**config.mk**
```make
export PLATFORM = sky130hd
export DESIGN_NAME = base64_stream_decoder_top
export DESIGN_NICKNAME = d
export VERILOG_FILES = /design/src/rtl/b64d_pkg.sv /design/src/rtl/b64d_front.sv /design/src/rtl/b64d_queue.sv /design/src/rtl/b64d_back.sv /design/src/rtl/base64_stream_decoder_top.sv
export SDC_FILE = /design/constraint.sdc
export NUM_CORES = 1
export LEC_CHECK = 0
export BUFFER_PORTS_ARGS = -buffer_cell sky130_fd_sc_hd__buf_2
export CORE_AREA = 2 2 134 136
export CTS_CLUSTER_DIAMETER = 40
export CTS_CLUSTER_SIZE = 10
export DETAILED_ROUTE_END_ITERATION = 16
export DIE_AREA = 0 0 136 138
export PLACE_DENSITY = 0.66
export SLEW_MARGIN = 30
export SYNTH_ARGS = -nofsm -noshare
export SYNTH_HDL_FRONTEND = slang
export SYNTH_SLANG_ARGS = --single-unit
```
**constraint.sdc**
```tcl
create_clock -name clk -period 4.2 [get_ports clk]
set_input_delay 0.42 -clock clk [delete_from_list [all_inputs] [get_ports clk]]
set_output_delay 0.42 -clock clk [all_outputs]
set_load 0.01 [all_outputs]
```
**src/rtl/b64d_pkg.sv**
```systemverilog
// Package of the Base64 stream decoder: character codes, status codes, queue sizes,
// the record type passed from front to back, and the alphabet lookup. No dependencies.
`timescale 1ns / 1ps

package b64d_pkg;

  localparam logic [7:0] CHAR_UPPER_A = 8'h41;
  localparam logic [7:0] CHAR_UPPER_Z = 8'h5A;
  localparam logic [7:0] CHAR_LOWER_A = 8'h61;
  localparam logic [7:0] CHAR_LOWER_Z = 8'h7A;
  localparam logic [7:0] CHAR_DIGIT_0 = 8'h30;
  localparam logic [7:0] CHAR_DIGIT_9 = 8'h39;
  localparam logic [7:0] CHAR_PLUS    = 8'h2B;
  localparam logic [7:0] CHAR_SLASH   = 8'h2F;
  localparam logic [7:0] CHAR_PAD     = 8'h3D;

  localparam logic [5:0] SEXTET_LOWER_BASE = 6'd26;
  localparam logic [5:0] SEXTET_DIGIT_BASE = 6'd52;
  localparam logic [5:0] SEXTET_PLUS       = 6'h3E;
  localparam logic [5:0] SEXTET_SLASH      = 6'h3F;

  localparam logic [1:0] POS_LAST   = 2'd3;
  localparam logic [1:0] PAD_MAX    = 2'd2;
  localparam logic [1:0] QUAD_BYTES = 2'd3;

  localparam int QDEPTH = 4;
  localparam int QPTR_W = $clog2(QDEPTH);
  localparam int QCNT_W = $clog2(QDEPTH + 1);

  typedef enum logic [1:0] {
    STATUS_OK      = 2'd0,
    STATUS_INVALID = 2'd1,
    STATUS_LENGTH  = 2'd2
  } status_t;

  typedef struct packed {
    logic       invalid;
    logic [5:0] value;
  } sextet_t;

  typedef struct packed {
    logic [23:0] trip;
    logic [1:0]  nres;
    logic        last;
    status_t     status;
    logic [1:0]  pads;
    logic        data_ok;
  } rec_t;

  function automatic sextet_t sextet_of(input logic [7:0] c);
    sextet_t r;
    r.invalid = 1'b0;
    r.value   = '0;
    priority if (c >= CHAR_UPPER_A && c <= CHAR_UPPER_Z) begin
      r.value = 6'(c - CHAR_UPPER_A);
    end else if (c >= CHAR_LOWER_A && c <= CHAR_LOWER_Z) begin
      r.value = 6'(c - CHAR_LOWER_A) + SEXTET_LOWER_BASE;
    end else if (c >= CHAR_DIGIT_0 && c <= CHAR_DIGIT_9) begin
      r.value = 6'(c - CHAR_DIGIT_0) + SEXTET_DIGIT_BASE;
    end else if (c == CHAR_PLUS) begin
      r.value = SEXTET_PLUS;
    end else if (c == CHAR_SLASH) begin
      r.value = SEXTET_SLASH;
    end else if (c == CHAR_PAD) begin
      r.value = '0;
    end else begin
      r.invalid = 1'b1;
    end
    return r;
  endfunction

endpackage

```
**src/rtl/b64d_front.sv**
```systemverilog
// Front of the Base64 stream decoder: takes characters, keeps the quad state and pushes one record per
// stream end and per finished quad while the stream has no invalid character. Depends on b64d_pkg.
`timescale 1ns / 1ps

module b64d_front (
  input  logic            clk,
  input  logic            rst_n,
  input  logic            in_tvalid,
  output logic            in_tready,
  input  logic [7:0]      in_tdata,
  input  logic            in_tlast,
  input  logic            q_full,
  output logic            push,
  output b64d_pkg::rec_t  push_rec
);

  logic [17:0] accum_r, accum_nxt;
  logic [1:0]  pos_r, pos_nxt;
  logic [1:0]  pad_r, pad_nxt;
  logic        err_r, err_nxt;

  b64d_pkg::sextet_t sx;
  logic [1:0]  pad_upd;
  logic        err_upd;
  logic        accept;

  assign in_tready = !q_full;
  assign accept    = in_tvalid && in_tready;
  assign sx        = b64d_pkg::sextet_of(in_tdata);
  assign pad_upd   = (in_tdata == b64d_pkg::CHAR_PAD && pad_r != b64d_pkg::PAD_MAX) ?
                     pad_r + 2'd1 : pad_r;
  assign err_upd   = err_r | sx.invalid;

  always_comb begin
    accum_nxt        = accum_r;
    pos_nxt          = pos_r;
    pad_nxt          = pad_r;
    err_nxt          = err_r;
    push             = 1'b0;
    push_rec.trip    = {accum_r, sx.value};
    push_rec.nres    = b64d_pkg::QUAD_BYTES;
    push_rec.last    = 1'b0;
    push_rec.status  = b64d_pkg::STATUS_OK;
    push_rec.pads    = '0;
    push_rec.data_ok = 1'b1;
    if (accept) begin
      if (in_tlast) begin
        accum_nxt     = '0;
        pos_nxt       = '0;
        pad_nxt       = '0;
        err_nxt       = 1'b0;
        push          = 1'b1;
        push_rec.last = 1'b1;
        push_rec.pads = pad_upd;
        if (pos_r != b64d_pkg::POS_LAST) begin
          push_rec.trip    = '0;
          push_rec.nres    = 2'd1;
          push_rec.status  = b64d_pkg::STATUS_LENGTH;
          push_rec.data_ok = 1'b0;
        end else if (err_upd) begin
          push_rec.trip    = '0;
          push_rec.nres    = 2'd1;
          push_rec.status  = b64d_pkg::STATUS_INVALID;
          push_rec.data_ok = 1'b0;
        end else begin
          push_rec.nres = b64d_pkg::QUAD_BYTES - pad_upd;
        end
      end else begin
        pad_nxt = pad_upd;
        err_nxt = err_upd;
        pos_nxt = pos_r + 2'd1;
        if (pos_r == b64d_pkg::POS_LAST) begin
          accum_nxt = '0;
          push      = !err_upd;
        end else begin
          accum_nxt = {accum_r[11:0], sx.value};
        end
      end
    end
  end

  always_ff @(posedge clk) begin
    if (!rst_n) begin
      accum_r <= '0;
      pos_r   <= '0;
      pad_r   <= '0;
      err_r   <= 1'b0;
    end else begin
      accum_r <= accum_nxt;
      pos_r   <= pos_nxt;
      pad_r   <= pad_nxt;
      err_r   <= err_nxt;
    end
  end

endmodule

```
**src/rtl/b64d_queue.sv**
```systemverilog
// Short record queue between the front and the back of the Base64 stream decoder.
// Depends on b64d_pkg for the record type and the depth.
`timescale 1ns / 1ps

module b64d_queue (
  input  logic            clk,
  input  logic            rst_n,
  input  logic            push,
  input  b64d_pkg::rec_t  push_rec,
  output logic            full,
  input  logic            pop,
  output logic            not_empty,
  output b64d_pkg::rec_t  pop_rec
);

  b64d_pkg::rec_t                  mem_r [b64d_pkg::QDEPTH];
  logic [b64d_pkg::QPTR_W-1:0]     wr_ptr_r, wr_ptr_nxt;
  logic [b64d_pkg::QPTR_W-1:0]     rd_ptr_r, rd_ptr_nxt;
  logic [b64d_pkg::QCNT_W-1:0]     count_r, count_nxt;

  assign full      = count_r == b64d_pkg::QCNT_W'(b64d_pkg::QDEPTH);
  assign not_empty = count_r != '0;
  assign pop_rec   = mem_r[rd_ptr_r];

  always_comb begin
    wr_ptr_nxt = wr_ptr_r;
    rd_ptr_nxt = rd_ptr_r;
    count_nxt  = count_r;
    if (push) begin
      wr_ptr_nxt = (wr_ptr_r == b64d_pkg::QPTR_W'(b64d_pkg::QDEPTH - 1)) ? '0 :
                   wr_ptr_r + 1'b1;
    end
    if (pop) begin
      rd_ptr_nxt = (rd_ptr_r == b64d_pkg::QPTR_W'(b64d_pkg::QDEPTH - 1)) ? '0 :
                   rd_ptr_r + 1'b1;
    end
    if (push && !pop) begin
      count_nxt = count_r + 1'b1;
    end else if (pop && !push) begin
      count_nxt = count_r - 1'b1;
    end
  end

  always_ff @(posedge clk) begin
    if (push) begin
      mem_r[wr_ptr_r] <= push_rec;
    end
  end

  always_ff @(posedge clk) begin
    if (!rst_n) begin
      wr_ptr_r <= '0;
      rd_ptr_r <= '0;
      count_r  <= '0;
    end else begin
      wr_ptr_r <= wr_ptr_nxt;
      rd_ptr_r <= rd_ptr_nxt;
      count_r  <= count_nxt;
    end
  end

endmodule

```
**src/rtl/b64d_back.sv**
```systemverilog
// Back of the Base64 stream decoder: takes records from the queue and sends their
// result words one per cycle through an output register while the output is not stalled. Depends on b64d_pkg.
`timescale 1ns / 1ps

module b64d_back (
  input  logic            clk,
  input  logic            rst_n,
  input  logic            q_not_empty,
  input  b64d_pkg::rec_t  q_rec,
  output logic            pop,
  output logic            out_tvalid,
  input  logic            out_tready,
  output logic [15:0]     out_tdata,
  output logic            out_tlast,
  output logic [2:0]      out_tuser
);

  b64d_pkg::rec_t cur_r, cur_nxt;
  logic           cur_valid_r, cur_valid_nxt;
  logic [1:0]     idx_r, idx_nxt;

  logic           ov_r, ov_nxt;
  logic [7:0]     obyte_r, obyte_nxt;
  logic           olast_r, olast_nxt;
  logic [1:0]     ostat_r, ostat_nxt;
  logic [1:0]     opad_r, opad_nxt;
  logic           obv_r, obv_nxt;

  logic           load_ok;
  logic           emit;
  logic           fin;
  logic [7:0]     sel_byte;

  assign load_ok = !ov_r || out_tready;
  assign emit    = cur_valid_r && load_ok;
  assign fin     = idx_r == (cur_r.nres - 2'd1);
  assign pop     = q_not_empty && (!cur_valid_r || (emit && fin));

  always_comb begin
    unique case (idx_r)
      2'd0:    sel_byte = cur_r.trip[23:16];
      2'd1:    sel_byte = cur_r.trip[15:8];
      default: sel_byte = cur_r.trip[7:0];
    endcase
  end

  always_comb begin
    cur_nxt       = cur_r;
    cur_valid_nxt = cur_valid_r;
    idx_nxt       = idx_r;
    if (pop) begin
      cur_nxt       = q_rec;
      cur_valid_nxt = 1'b1;
      idx_nxt       = '0;
    end else if (emit && fin) begin
      cur_valid_nxt = 1'b0;
    end else if (emit) begin
      idx_nxt = idx_r + 2'd1;
    end
  end

  always_comb begin
    ov_nxt    = ov_r;
    obyte_nxt = obyte_r;
    olast_nxt = olast_r;
    ostat_nxt = ostat_r;
    opad_nxt  = opad_r;
    obv_nxt   = obv_r;
    if (emit) begin
      ov_nxt    = 1'b1;
      obyte_nxt = cur_r.data_ok ? sel_byte : 8'd0;
      olast_nxt = cur_r.last && fin;
      ostat_nxt = cur_r.status;
      opad_nxt  = fin ? cur_r.pads : 2'd0;
      obv_nxt   = cur_r.data_ok;
    end else if (out_tready) begin
      ov_nxt = 1'b0;
    end
  end

  always_ff @(posedge clk) begin
    if (!rst_n) begin
      cur_valid_r <= 1'b0;
      idx_r       <= '0;
      ov_r        <= 1'b0;
    end else begin
      cur_valid_r <= cur_valid_nxt;
      idx_r       <= idx_nxt;
      ov_r        <= ov_nxt;
    end
  end

  always_ff @(posedge clk) begin
    cur_r   <= cur_nxt;
    obyte_r <= obyte_nxt;
    olast_r <= olast_nxt;
    ostat_r <= ostat_nxt;
    opad_r  <= opad_nxt;
    obv_r   <= obv_nxt;
  end

  assign out_tvalid = ov_r;
  assign out_tdata  = {6'd0, opad_r, obyte_r};
  assign out_tlast  = olast_r;
  assign out_tuser  = {obv_r, ostat_r};

endmodule

```
**src/rtl/base64_stream_decoder_top.sv**
```systemverilog
// Base64 stream decoder: one character word in, up to three byte words out per quad.
// With the back idle, the first result word of a record goes from the queue memory through cur_r
// into the output register, and the rest follow one per cycle while the output is not stalled.
// Throughput: one character per cycle while the queue is not full; results leave at one word per cycle unless stalled.
// The record queue holds four records, so input stalls only while a stalled output fills it.
// Reset: synchronous active-low rst_n clears quad state, queue and output register.
`timescale 1ns / 1ps

module base64_stream_decoder_top (
  input  logic        clk,
  input  logic        rst_n,
  input  logic        in_tvalid,
  output logic        in_tready,
  input  logic [7:0]  in_tdata,   // [7:0] char_in
  input  logic        in_tlast,
  output logic        out_tvalid,
  input  logic        out_tready,
  output logic [15:0] out_tdata,  // [7:0] data_byte, [9:8] pad_total, [15:10] zero
  output logic        out_tlast,
  output logic [2:0]  out_tuser   // [1:0] status, [2] byte_valid
);

  logic           q_full;
  logic           q_push;
  logic           q_pop;
  logic           q_not_empty;
  b64d_pkg::rec_t q_push_rec;
  b64d_pkg::rec_t q_pop_rec;

  b64d_front u_front (
    .clk       (clk),
    .rst_n     (rst_n),
    .in_tvalid (in_tvalid),
    .in_tready (in_tready),
    .in_tdata  (in_tdata),
    .in_tlast  (in_tlast),
    .q_full    (q_full),
    .push      (q_push),
    .push_rec  (q_push_rec)
  );

  b64d_queue u_queue (
    .clk       (clk),
    .rst_n     (rst_n),
    .push      (q_push),
    .push_rec  (q_push_rec),
    .full      (q_full),
    .pop       (q_pop),
    .not_empty (q_not_empty),
    .pop_rec   (q_pop_rec)
  );

  b64d_back u_back (
    .clk         (clk),
    .rst_n       (rst_n),
    .q_not_empty (q_not_empty),
    .q_rec       (q_pop_rec),
    .pop         (q_pop),
    .out_tvalid  (out_tvalid),
    .out_tready  (out_tready),
    .out_tdata   (out_tdata),
    .out_tlast   (out_tlast),
    .out_tuser   (out_tuser)
  );

endmodule

```
==> impl_results.md, run 1 <==
- Outcome: finished clean
- Synthesis-to-layout area growth: 13.8%
- Least-Margin Pin Slew: 0.855 ns
- Warnings from Yosys: 0
- FF-to-FF path depth: 11
- # Post-CTS Setup Buffers: 0
- # diodes: 0
- Number of max-cap violations: 0
- Cell taking the most area after synthesis: edfxtp_1
- Cts bufs inserted: 27
- Drt drc: 0
- Worst hold path depth: 3
- GR Overflow Total: 0
- Finished Cell Area: 9760 um^2
- Hold Crit Endpoint: u_back.out_tvalid
- Asr flop ratio synth: 0%
- Synth top area cells: edfxtp_1 61%, mux4_2 8.4%, dfxtp_1 7.9%
- Final Hold Viols: 0
- Sinks on Clock Net: 208
- Htree depth: 1
- # port buffers: 28
- Final core occ: 55.7%
- Slew headroom: 42.9%
- Die Width: 136 um
- Post-synth EDFFs: 174
- Vias: around 4.5k
- DRT Wirelength: 15.4 mm
- Worst slack at placement: ~0.44 ns
- IO Pins: 35
- Flip-flop and latch area: slightly below 6000 um^2
- Syn Std Cell Area: ~8600 um^2
- Pwr per Cell Area: 624 nW/um^2
- Fin crit period: 3.22 ns
- Vert. Die Dim: 138 um
- Placed insts: 776
- Hold WS: 0.234 ns
- Total power: between 6 and 7 mW
- Clk slew on worst S/H paths: roughly 0.050 ns
- Gr usage total: 16.7%
- Count leader, synth: edfxtp_1
- First-pass GRT wire length: 24.5 mm
- Number of global-route vias before repair: 4,697
- Iteration-0 DRC Markers: slightly below 300
- Register area share after synthesis: 68.9%
- Core Rows: 49
- Root buffer cell: clkbuf_16
- Final setup margin: 0.983 ns
- Syn_area_per_cell: 16.1 um^2
- Gpl congestion: 0.833
- Leak: 3.32 nW
- Share of post-route cells with drive strength above 1: roughly a fifth
- R2R Setup Slk: 1.32 ns
- Reg2reg end: u_queue.count_r[2]
- Wire length per cell: around 19 um
- Clock Latency Late Sink: between 0.5 and 0.6 ns
- Ys flop type: edfxtp_1
- Post-cts sizing count: 0
- Most frequent cells after synthesis: 174 x edfxtp_1, 39 x nor2b_1, 34 x dfxtp_1, 32 x mux4_2, 28 x nand2_1
- Setup-failing EPs final: 0
- Crit path max fanout: 8
- Largest stage delay on the critical path: 0.44 ns
- CTS tree: done
- Top cell type's share of synthesized area: 60.9%
- Fillers: 1,411
- Worst VDD drop: about 330 uV
- Die area: 18,800 um^2
- Yosys cell types: 60
- Worst r2r src: u_queue.count_r[0]
- Initial antenna violation count: 0
- Clk buf depth: 3
- Crit start category: input port
- CP Cell Sequence: buf_2 -> inv_1 -> ha_1 -> nand2_1 -> or2_1 -> a311oi_2 -> o31a_4 -> a31o_1 -> ha_1 -> inv_1 -> fa_1 -> xor2_1 -> or3_1 -> a21boi_0
- Starting Density: 48.9%
- Setup crit end kind: register
- Nets: 609
- Area of the multi-input gates: 2490 um^2
- Post-Layout Cell Count: 826
- Placed wire-length estimate: 9.44 mm
- Setup Skew: 0.0158 ns
- Seq cells post-synth: 208
- Tcrit/Tclk final: around 77%
- Crit path kind: input port to register
- Setup tns final: 0 ns
- Max-slew violation count: 0
- Worst EP arrival: 3.65 ns
- Hold path start: out_tready
- CP top delay family: compound AO/OA/AOI/OAI gates
- DR vias/cell: 5.48
- RSZ-0062 raised after global routing: no
- Post-detailed-route count of antenna-violating nets: 0
- Max Freq: 311 MHz
- Drt pass-1 iters: 4
- CP max-delay cell: fa_1
- Tightest Hold Check Type: input port to register
- Largest net degree at the start of global routing: 38
- Placed Area: around 8900 um^2
- Core Region: 17,500 um^2
- Buf/Inv on CP: 3
- Hold buffers post-CTS: 0
- Gate Count Post-Synth: 533
- CP required: around 4.6 ns
[final cells by class]
cell class                 instances  area share (%)
tap                              229            2.94
multi-input combinational        286            25.5
sequential                       208            60.5
clock buffer                      45            7.92
inverter                          16           0.615
timing repair buffer              37            2.13
clock inverter                     5           0.385
[cells by family after synthesis]
logic type / after synthesis / share of synthesized area [%]
flops: 208 / 68.9
simple gates: 135 / 8.73
compound gates: 78 / 6.96
buf+inv: 44 / 2.34
mux: 38 / 9.12
fa+ha+maj: 20 / 3.01
xor+xnor: 9 / 0.919
other cells: 1 / 0.0437
[layout by cell type, fill, tap and decap left out, drive strengths merged, types with 3 or more instances in the layout]
cell type	instances
xnor2	8
nor2b	39
buf	37
a22oi	21
nor3	9
nor4b	3
mux4	32
o21ai	12
dfxtp	34
o21a	4
nand3	7
and2	12
a221oi	3
conb	6
clkbuf	45
ha	19
edfxtp	174
a21oi	11
nor3b	3
nor2	18
mux2i	5
inv	17
a21boi	13
nand2b	5
nand2	29
[sequential cells by signal, indices dropped and copies added (netlist names), 2 cells and up]
name,count
u_back.cur_r,32
u_back.idx_r,2
u_back.obyte_r,8
u_back.opad_r,2
u_back.ostat_r,2
u_front.accum_r,18
u_front.pad_r,2
u_front.pos_r,2
u_queue.count_r,3
u_queue.mem_r,128
u_queue.rd_ptr_r,2
u_queue.wr_ptr_r,2
[per-layer routing]
metal / wire (um) / part of all wire [%] / GRT usage (%)
met5: 0 / 0 / 0
met4: 278 / 1.8 / 4.82
met3: 660 / 4.3 / 2.82
met2: 7640 / 50 / 28.0
met1: 6850 / 44 / 22.5
[worst max path at each step]
stage	slack [ns]	endpoint	cells after the start	from
5_1_grt	0.71	u_queue.count_r[2]	14	in_tdata[2]
3_3_place_gp	0.59	u_queue.count_r[2]	14	in_tdata[2]
4_1_cts	0.99	u_queue.count_r[2]	14	in_tdata[2]
2_1_floorplan	0.97	u_queue.count_r[2]	14	in_tdata[2]
3_5_place_dp	0.44	u_queue.count_r[2]	14	in_tdata[2]
6_report	0.98	u_queue.count_r[2]	14	in_tdata[2]
[worst min-delay path, stage by stage]
cell	delay, ns
buf_2	0.07
nor2b_1	0.05
o21a_1	0.16
[where the power goes]
group / total (mW) / leakage, nW / switching, mW / internal, mW
Sequential: 2.91 / 1.91 / 0.215 / 2.70
Combinational: 1.14 / 1.03 / 0.610 / 0.530
Clock: 2.03 / 0.385 / 0.784 / 1.25
Total: 6.09 / 3.32 / 1.61 / 4.48
Note: power is estimated with default switching activity, not from simulation.
==> inputs of run 2 (changes only) <==
--- a/config.mk
+++ b/config.mk
@@ -5,12 +5,13 @@
 export SDC_FILE = /design/constraint.sdc
 export NUM_CORES = 1
 export LEC_CHECK = 0
+export ABC_AREA = 1
 export BUFFER_PORTS_ARGS = -buffer_cell sky130_fd_sc_hd__buf_2
-export CORE_AREA = 2 2 134 136
+export CORE_AREA = 2 2 137 139
 export CTS_CLUSTER_DIAMETER = 40
 export CTS_CLUSTER_SIZE = 10
 export DETAILED_ROUTE_END_ITERATION = 16
-export DIE_AREA = 0 0 136 138
+export DIE_AREA = 0 0 139 141
 export PLACE_DENSITY = 0.66
 export SLEW_MARGIN = 30
 export SYNTH_ARGS = -nofsm -noshare
==> constraint.sdc (replaced) <==
create_clock -name clk -period 3.3 [get_ports clk]
set_input_delay 0.33 -clock clk [delete_from_list [all_inputs] [get_ports clk]]
set_output_delay 0.33 -clock clk [all_outputs]
set_load 0.01 [all_outputs]
==> run 2 against run 1 <==
Net effect: sequential share of layout area decreased by 2.3 points; global-route usage increased by 1.5 points; clock skew decreased by 0.0055 ns; largest power group unchanged; synthesized area increased by 4.0%; die area increased by 4.4%; sequential power increased by 25%; non-clock buffer count increased by 7; clock power increased by 24%.
==> impl_results.md, run 2 <==
- Outcome: finished clean
- Commonest non-fill, non-tap cell in the layout: edfxtp_1
- Share of post-route cells with drive strength above 1: 14.1%
- Setup crit end: u_queue.count_r[2]
- Die Width: 139 um
- FF-to-FF path depth: 16
- Max-slew violation count: 0
- Starting Density: 48.8%
- Worst VDD drop: about 430 uV
- RSZ-0062 raised after global routing: no
- Wire length per cell: 16.4 um
- Clk buf depth: 3
- Slew headroom: 46.7%
- Most common cell type on the critical path: nand2_1
- Count leader, synth: edfxtp_1
- Largest reg by FF count: u_queue.mem_r
- Core Region: 18,300 um^2
- # Post-CTS Setup Buffers: 0
- Post-Synth Adder-Cell Area: 2.89%
- Worst EP arrival: 2.95 ns
- Largest stage delay on the critical path: 0.43 ns
- Max reg flops: 128
- Warnings from Yosys: 0
- Setup Skew: 0.0103 ns
- Sinks on Clock Net: 208
- Final Hold Viols: 0
- # diodes: 0
- Hold buffers post-CTS: 0
- Synth top area cells: edfxtp_1 59%, dfxtp_1 7.6%, nand2_1 5.1%
- Least-Margin Pin Slew: 0.799 ns
- IO Pins: 35
- Gate Count Post-Synth: between 700 and 800
- Vias: 5,648
- Post-cts sizing count: 0
- Most frequent cells in the layout: 174 x edfxtp_1, 120 x nand2_1, 93 x nor2_1, 79 x o21ai_0, 61 x inv_1
- Compound-Gate Fraction of Synth Area: 10.3%
- Number of max-cap violations: 0
- Initial antenna violation count: 0
- Asr flop ratio synth: 0%
- Drt drc: 0
- Largest registers: u_queue.mem_r: 128 flops, u_back.cur_r: 32 flops, u_front.accum_r: 18 flops
- Placed Area: approximately 9400 um^2
- Tightest Hold Check Type: input port to register
- Crit path kind: input port to register
- CP max-delay cell: fa_1
- Post-synth EDFFs: 174
- Clock Latency Late Sink: 0.50 ns
- Post-detailed-route count of antenna-violating nets: 0
- DR vias/cell: around 5.2
- Finished Cell Area: approximately 10,000 um^2
- Drt pass-1 iters: 6
- Area of the multi-input gates: 2600 um^2
- Hold WS: 0.123 ns
- Setup-failing EPs final: 0
- Ys flop type: edfxtp_1
- Root buffer cell: clkbuf_16
- GR Overflow Total: 0
- Final setup margin: 0.783 ns
- Seq cells post-synth: 208
- Register area share after synthesis: 66.3%
- Crit path max fanout: 8
- Worst hold path depth: 4
- Crit start category: input port
- Fillers: 1,553
- Leak: 3.55 nW
- Reg2reg end: u_queue.count_r[2]
- Pwr per Cell Area: around 780 nW/um^2
- Yosys cell types: 44
- Final core occ: approximately 56%
- Flip-flop and latch area: 5910 um^2
- Die area: 19,600 um^2
- Tcrit/Tclk final: 76.3%
- Nets: 856
- Cell taking the most area after synthesis: edfxtp_1
- Fin crit period: 2.52 ns
- Buf/Inv on CP: 3
- First-pass GRT wire length: roughly 29 mm
- Synth Area in XOR/XNOR: 1.18%
- DRT Wirelength: 17.7 mm
- R2R Setup Slk: 0.88 ns
- Htree depth: 1
- Most frequent cells after synthesis: 174 x edfxtp_1, 120 x nand2_1, 93 x nor2_1, 79 x o21ai_0, 62 x inv_1
- Largest net degree at the start of global routing: 67
- Top cell type's share of synthesized area: between 50% and 60%
- Clk slew on worst S/H paths: 0.05 ns
- Worst r2r src: u_queue.count_r[0]
- Setup crit end kind: register
- Syn_area_per_cell: 11.3 um^2
- Gpl congestion: 0.821
- Max Freq: 397 MHz
- Core Rows: 50
- Synthesis-to-layout area growth: 13.8%
- Gr usage total: a little under a fifth
- Total power: 7.94 mW
- CP Cell Sequence: buf_2 -> inv_1 -> ha_1 -> nand2_1 -> nand2_1 -> nand3_1 -> nand2_1 -> nand2_1 -> nand2_4 -> nand3_4 -> nand4_4 -> nand2_1 -> ha_1 -> inv_1 -> fa_1 -> nor2_1 -> nor2_1 -> nand2_1 -> o21ai_0 -> a21oi_1
- Crit path depth: 20
- CTS tree: done
- Syn Std Cell Area: 8910 um^2
- Number of global-route vias before repair: 5,544
- Simple-Gate Fraction of Synth Area: between 10% and 20%
- Iteration-0 DRC Markers: 360
- Vert. Die Dim: 141 um
- # port buffers: 28
- Worst slack at placement: 0.257 ns
- CP top delay family: simple AND/OR/NAND/NOR gates
- Start point of the critical path: in_tdata[2]
- Cts bufs inserted: 26
- Placed wire-length estimate: 10.5 mm
- Multiplexer area fraction after synthesis: 0%
- Largest family of logic cells by synthesized area: simple AND/OR/NAND/NOR gates
- CP required: 3.74 ns
run 2: cell count changes in the layout (fill, tap and decap cells not counted), sizes merged, moves of 21 or more:
cell   previous run  this run
a21oi            11        36
a22oi            21         0
inv              17        64
mux4             32         0
nand2            29       126
nor2             18       115
nor2b            39         0
o21ai            12        80
o22ai             0        33
run 2: how the worst min path moves through the flow:
stage / from / to / slack (ns)
after floorplan: u_back.cur_r[3] / u_back.ostat_r[0] / 0.40
after global placement: u_back.cur_r[4] / u_back.ostat_r[1] / 0.40
after detailed placement: u_back.cur_r[4] / u_back.ostat_r[1] / 0.41
after CTS: out_tready / u_back.out_tvalid / 0.11
after global routing: rst_n / u_queue.wr_ptr_r[1] / 0.14
final: out_tready / u_back.out_tvalid / 0.12
run 2: per-layer routing:
metal | GRT usage (%) | vias to the layer above | routed length, um
li1 | - | 2785 | -
met1 | 23.9 | 2703 | 7880
met2 | 32.2 | 141 | 8750
met3 | 2.75 | 19 | 856
met4 | 4.36 | 0 | 230
met5 | 0 | - | 0
run 2: final cells by class:
class | instances | share of cell area (%)
clock buffer | 45 | 7.52
inverter | 66 | 2.47
timing repair buffer | 44 | 3.06
tap | 234 | 2.89
clock inverter | 3 | 0.185
multi-input combinational | 477 | 25.7
sequential | 208 | 58.2
run 2: worst min-delay path: stages:
cell	delay, ns
buf_2	0.07
inv_1	0.03
nand2_1	0.07
a21oi_1	0.06
run 2: power breakdown:
group	switching (mW)	total [mW]	internal, mW
clock network	0.967	2.52	1.55
logic	1.26	1.78	0.521
registers	0.162	3.63	3.47
total	2.39	7.94	5.55
run 2: cells by family (layout without fill, tap and decap cells):
family / Yosys count / in the layout
other: 1 / 6
DFF: 208 / 208
buffers and inverters: 106 / 158
AOI/OAI and AO/OA: 166 / 166
xor gates and xnor gates: 12 / 12
and+or+nand+nor: 273 / 273
adders and majority gates: 20 / 20
run 2: stage by stage:
step	cells	setup TNS [ns]
3_5_place_dp	1029	0
5_1_grt	1077	0
2_1_floorplan	791	-82.74
3_3_place_gp	1029	0
6_report	1077	0
4_1_cts	1077	0
